$ cat src/design/psf_cell.sv
// psf_cell: one ssid byte cell of the rotating row
// no dependencies
module psf_cell (
  input  logic       clk,
  input  logic       load,
  input  logic [7:0] load_data,
  input  logic       shift,
  input  logic [7:0] shift_in,
  output logic [7:0] q
);

  always_ff @(posedge clk) begin
    if (load) begin
      q <= load_data;
    end else if (shift) begin
      q <= shift_in;
    end
  end

endmodule
$ cat config.mk
export PLATFORM = sky130hd
export DESIGN_NAME = psf_cell
export DESIGN_NICKNAME = d
export VERILOG_FILES = /design/src/design/psf_cell.sv
export SDC_FILE = /design/constraint.sdc
export NUM_CORES = 1
export LEC_CHECK = 0
export BUFFER_PORTS_ARGS = -buffer_cell sky130_fd_sc_hd__buf_4
export CORE_AREA = 2 2 39 41
export CTS_CLUSTER_DIAMETER = 150
export CTS_CLUSTER_SIZE = 20
export DETAILED_ROUTE_END_ITERATION = 10
export DIE_AREA = 0 0 41 43
export SLEW_MARGIN = 20
export SYNTH_ARGS = -nofsm -noshare
export SYNTH_HDL_FRONTEND = slang
export SYNTH_SLANG_ARGS = --single-unit
$ cat constraint.sdc
create_clock -name clk -period 1.4 [get_ports clk]
set_input_delay 0.28 -clock clk [delete_from_list [all_inputs] [get_ports clk]]
set_output_delay 0.28 -clock clk [all_outputs]
set_load 0.05 [all_outputs]
==> out/qor.yml <==
status: "complete, no violations"
critical_path_buf_inv_count: 1
drcViolationCount: 0
cp_slowest_cell: "edfxtp_1"
ir_worst_vdd_v: 0.0003297
synth.yosys.seq_area_share_pct: 63.58
synth_top_area_share_pct: 63.58
syn_area_sq_um: 377.9
cts_tree: "built"
hold_viol_final: 0
multi_input_area_sq_um: 126.4
relSlewSlack_pct: 80.05
place_congestion: 0.7140
hold_depth: 2
core-area_sq_um: 1384
slew_violations: 0
io_buffer_count: 26
synth_common_cells: "edfxtp_1 (8), mux2_4 (8), buf_6 (1), or2_1 (1)"
grt_max_degree: 10
start_util_pct: 27.31
wl_per_cell_um: 10.34
cp-end-kind: "output port"
fillers: 133
overflow: 0
num_vias: 267
grt_pass1_vias: 258
antenna_cells: 0
critPathMaxFanout: 1
synth_fp_nets: 37
final_util_pct: 43.67
synth_seq_cells: 8
setup-violations-final: 0
crit_path_end: "q[3]"
place_ws_ps: 291.3
critPathMaxStageDelay_ps: 360
synth_area_leaders: "edfxtp_1 (64%), mux2_4 (32%), buf_6 (3.0%)"
seqPwrFrac_pct: 44.5
p_int_uw: 482.8
ant_nets: 0
finalCritPeriodShare_pct: 77.23
p_leak_nw: 0.2878
die_h_um: 43
clkPwrFrac_pct: 24.2
largest_reg_flops: 8
rsz0062_at_grt: "no"
dieArea_sq_um: 1763
synth_area_per_cell_sq_um: 20.99
power_density_nw_per_um2: 1120
htree_levels: 1
yosysUniqueCellTypes: 4
combPwrFrac_pct: 31.3
setup_slack_ps: 318.7
startpoint: "q[3]"
yosysTopAreaCell: "edfxtp_1"
dr.pass1.iters: 4
antenna_found_initial: 0
max-cap-violations: 0
critical_path_class: "reg -> out"
numCtsBuffers: 3
syn2layout_area_growth_pct: 59.93
drt-vias-per-instance: 4.306
post-cts-setup-buffers: 0
cp_cell_sequence: "buf_4"
clock-sinks: 8
ys_warn_count: 0
clkTransAtPathRegs_ps: 50
worstHoldPathType: "in -> reg"
cts_resized: 0
cp.depth: 1
wirelength_um: 641
finalPower_uw: 676.8
regArea_sq_um: 240.2
regMostFlops: "q"
die_x_um: 41
largestRegisters: "q: 8 flops"
cts_buffer_depth: 2
syn_inst: 18
io_pins: 27
placed_area_sq_um: 581.8
fin_area_sq_um: 604.3
ys.flop_type: "edfxtp_1"
max_freq_mhz: 924.9
netSwitchingFraction_pct: 28.66
fin_setup_tns_ps: 0
synth_edf_count: 8
switching_power_uw: 194.0
worstPathRequired_ps: 1120
grt_pass1_wl_um: 993
grt_usage_pct: 9.305
cts_hold_buf: 0
min_period_ps: 1081
layout-drive-gt1-share_pct: 80.43
start_kind: "flip-flop"
ys_async_sr_fraction_pct: 0
rows: 14
drt_iter0_markers: 6
cts_root_buf: "clkbuf_4"
worst_pin_slew_ps: 299.2
critPathArrivalTime_ps: 800
critical-path-top-delay-family: "flip-flops"
nNetsFinal: 67
==> layout by cell type, fill, tap and decap left out <==
cell type   n
buf_4      26
or2_1       1
mux2_4      8
edfxtp_1    8
clkbuf_4    3
==> worst min-delay path by stage <==
stage	from	endpoint	slack, ps
after floorplan	load_data[0]	q[0]	500
after global placement	shift_in[7]	q[7]	590
after detailed placement	load_data[6]	q[6]	590
after CTS	load_data[5]	q[5]	330
after global routing	shift_in[5]	q[5]	330
final	load_data[5]	q[5]	340
==> logic make-up (layout without fill, tap and decap cells) <==
| group | after synthesis | in the layout | share of synthesized area [%] |
|---|---|---|---|
| mux | 8 | 8 | 31.79 |
| flops | 8 | 8 | 63.58 |
| buf+inv | 1 | 29 | 2.980 |
| simple gates | 1 | 1 | 1.657 |
==> power by group through the flow <==
stage	logic, mW	registers, mW	clock network [mW]
after CTS	0.213	0.302	0.169
after floorplan	0.0414	0.400	0
after global placement	0.212	0.305	0
final	0.212	0.301	0.164
after detailed placement	0.213	0.306	0
after global routing	0.222	0.303	0.181
==> through the flow <==
| step | cells | hold slack, ps |
|---|---|---|
| after floorplan | 18 | 497.5 |
| after global placement | 59 | 586.3 |
| after detailed placement | 59 | 586.8 |
| after CTS | 62 | 328.9 |
| after global routing | 62 | 326.9 |
| final | 62 | 335.7 |
==> cell type report <==
class / count / area share (%)
sequential: 8 / 39.75
timing repair buffer: 26 / 32.30
multi-input combinational: 9 / 20.91
tap: 16 / 3.313
clock buffer: 3 / 3.727
==> layer usage <==
metal	vias up	wire (um)	track usage, %
li1	126	-	-
met4	0	0	12.00
met1	125	220	9.898
met2	16	349	11.88
met5	-	0	0
met3	0	70	3.141
(Power assumes the default switching activity.)
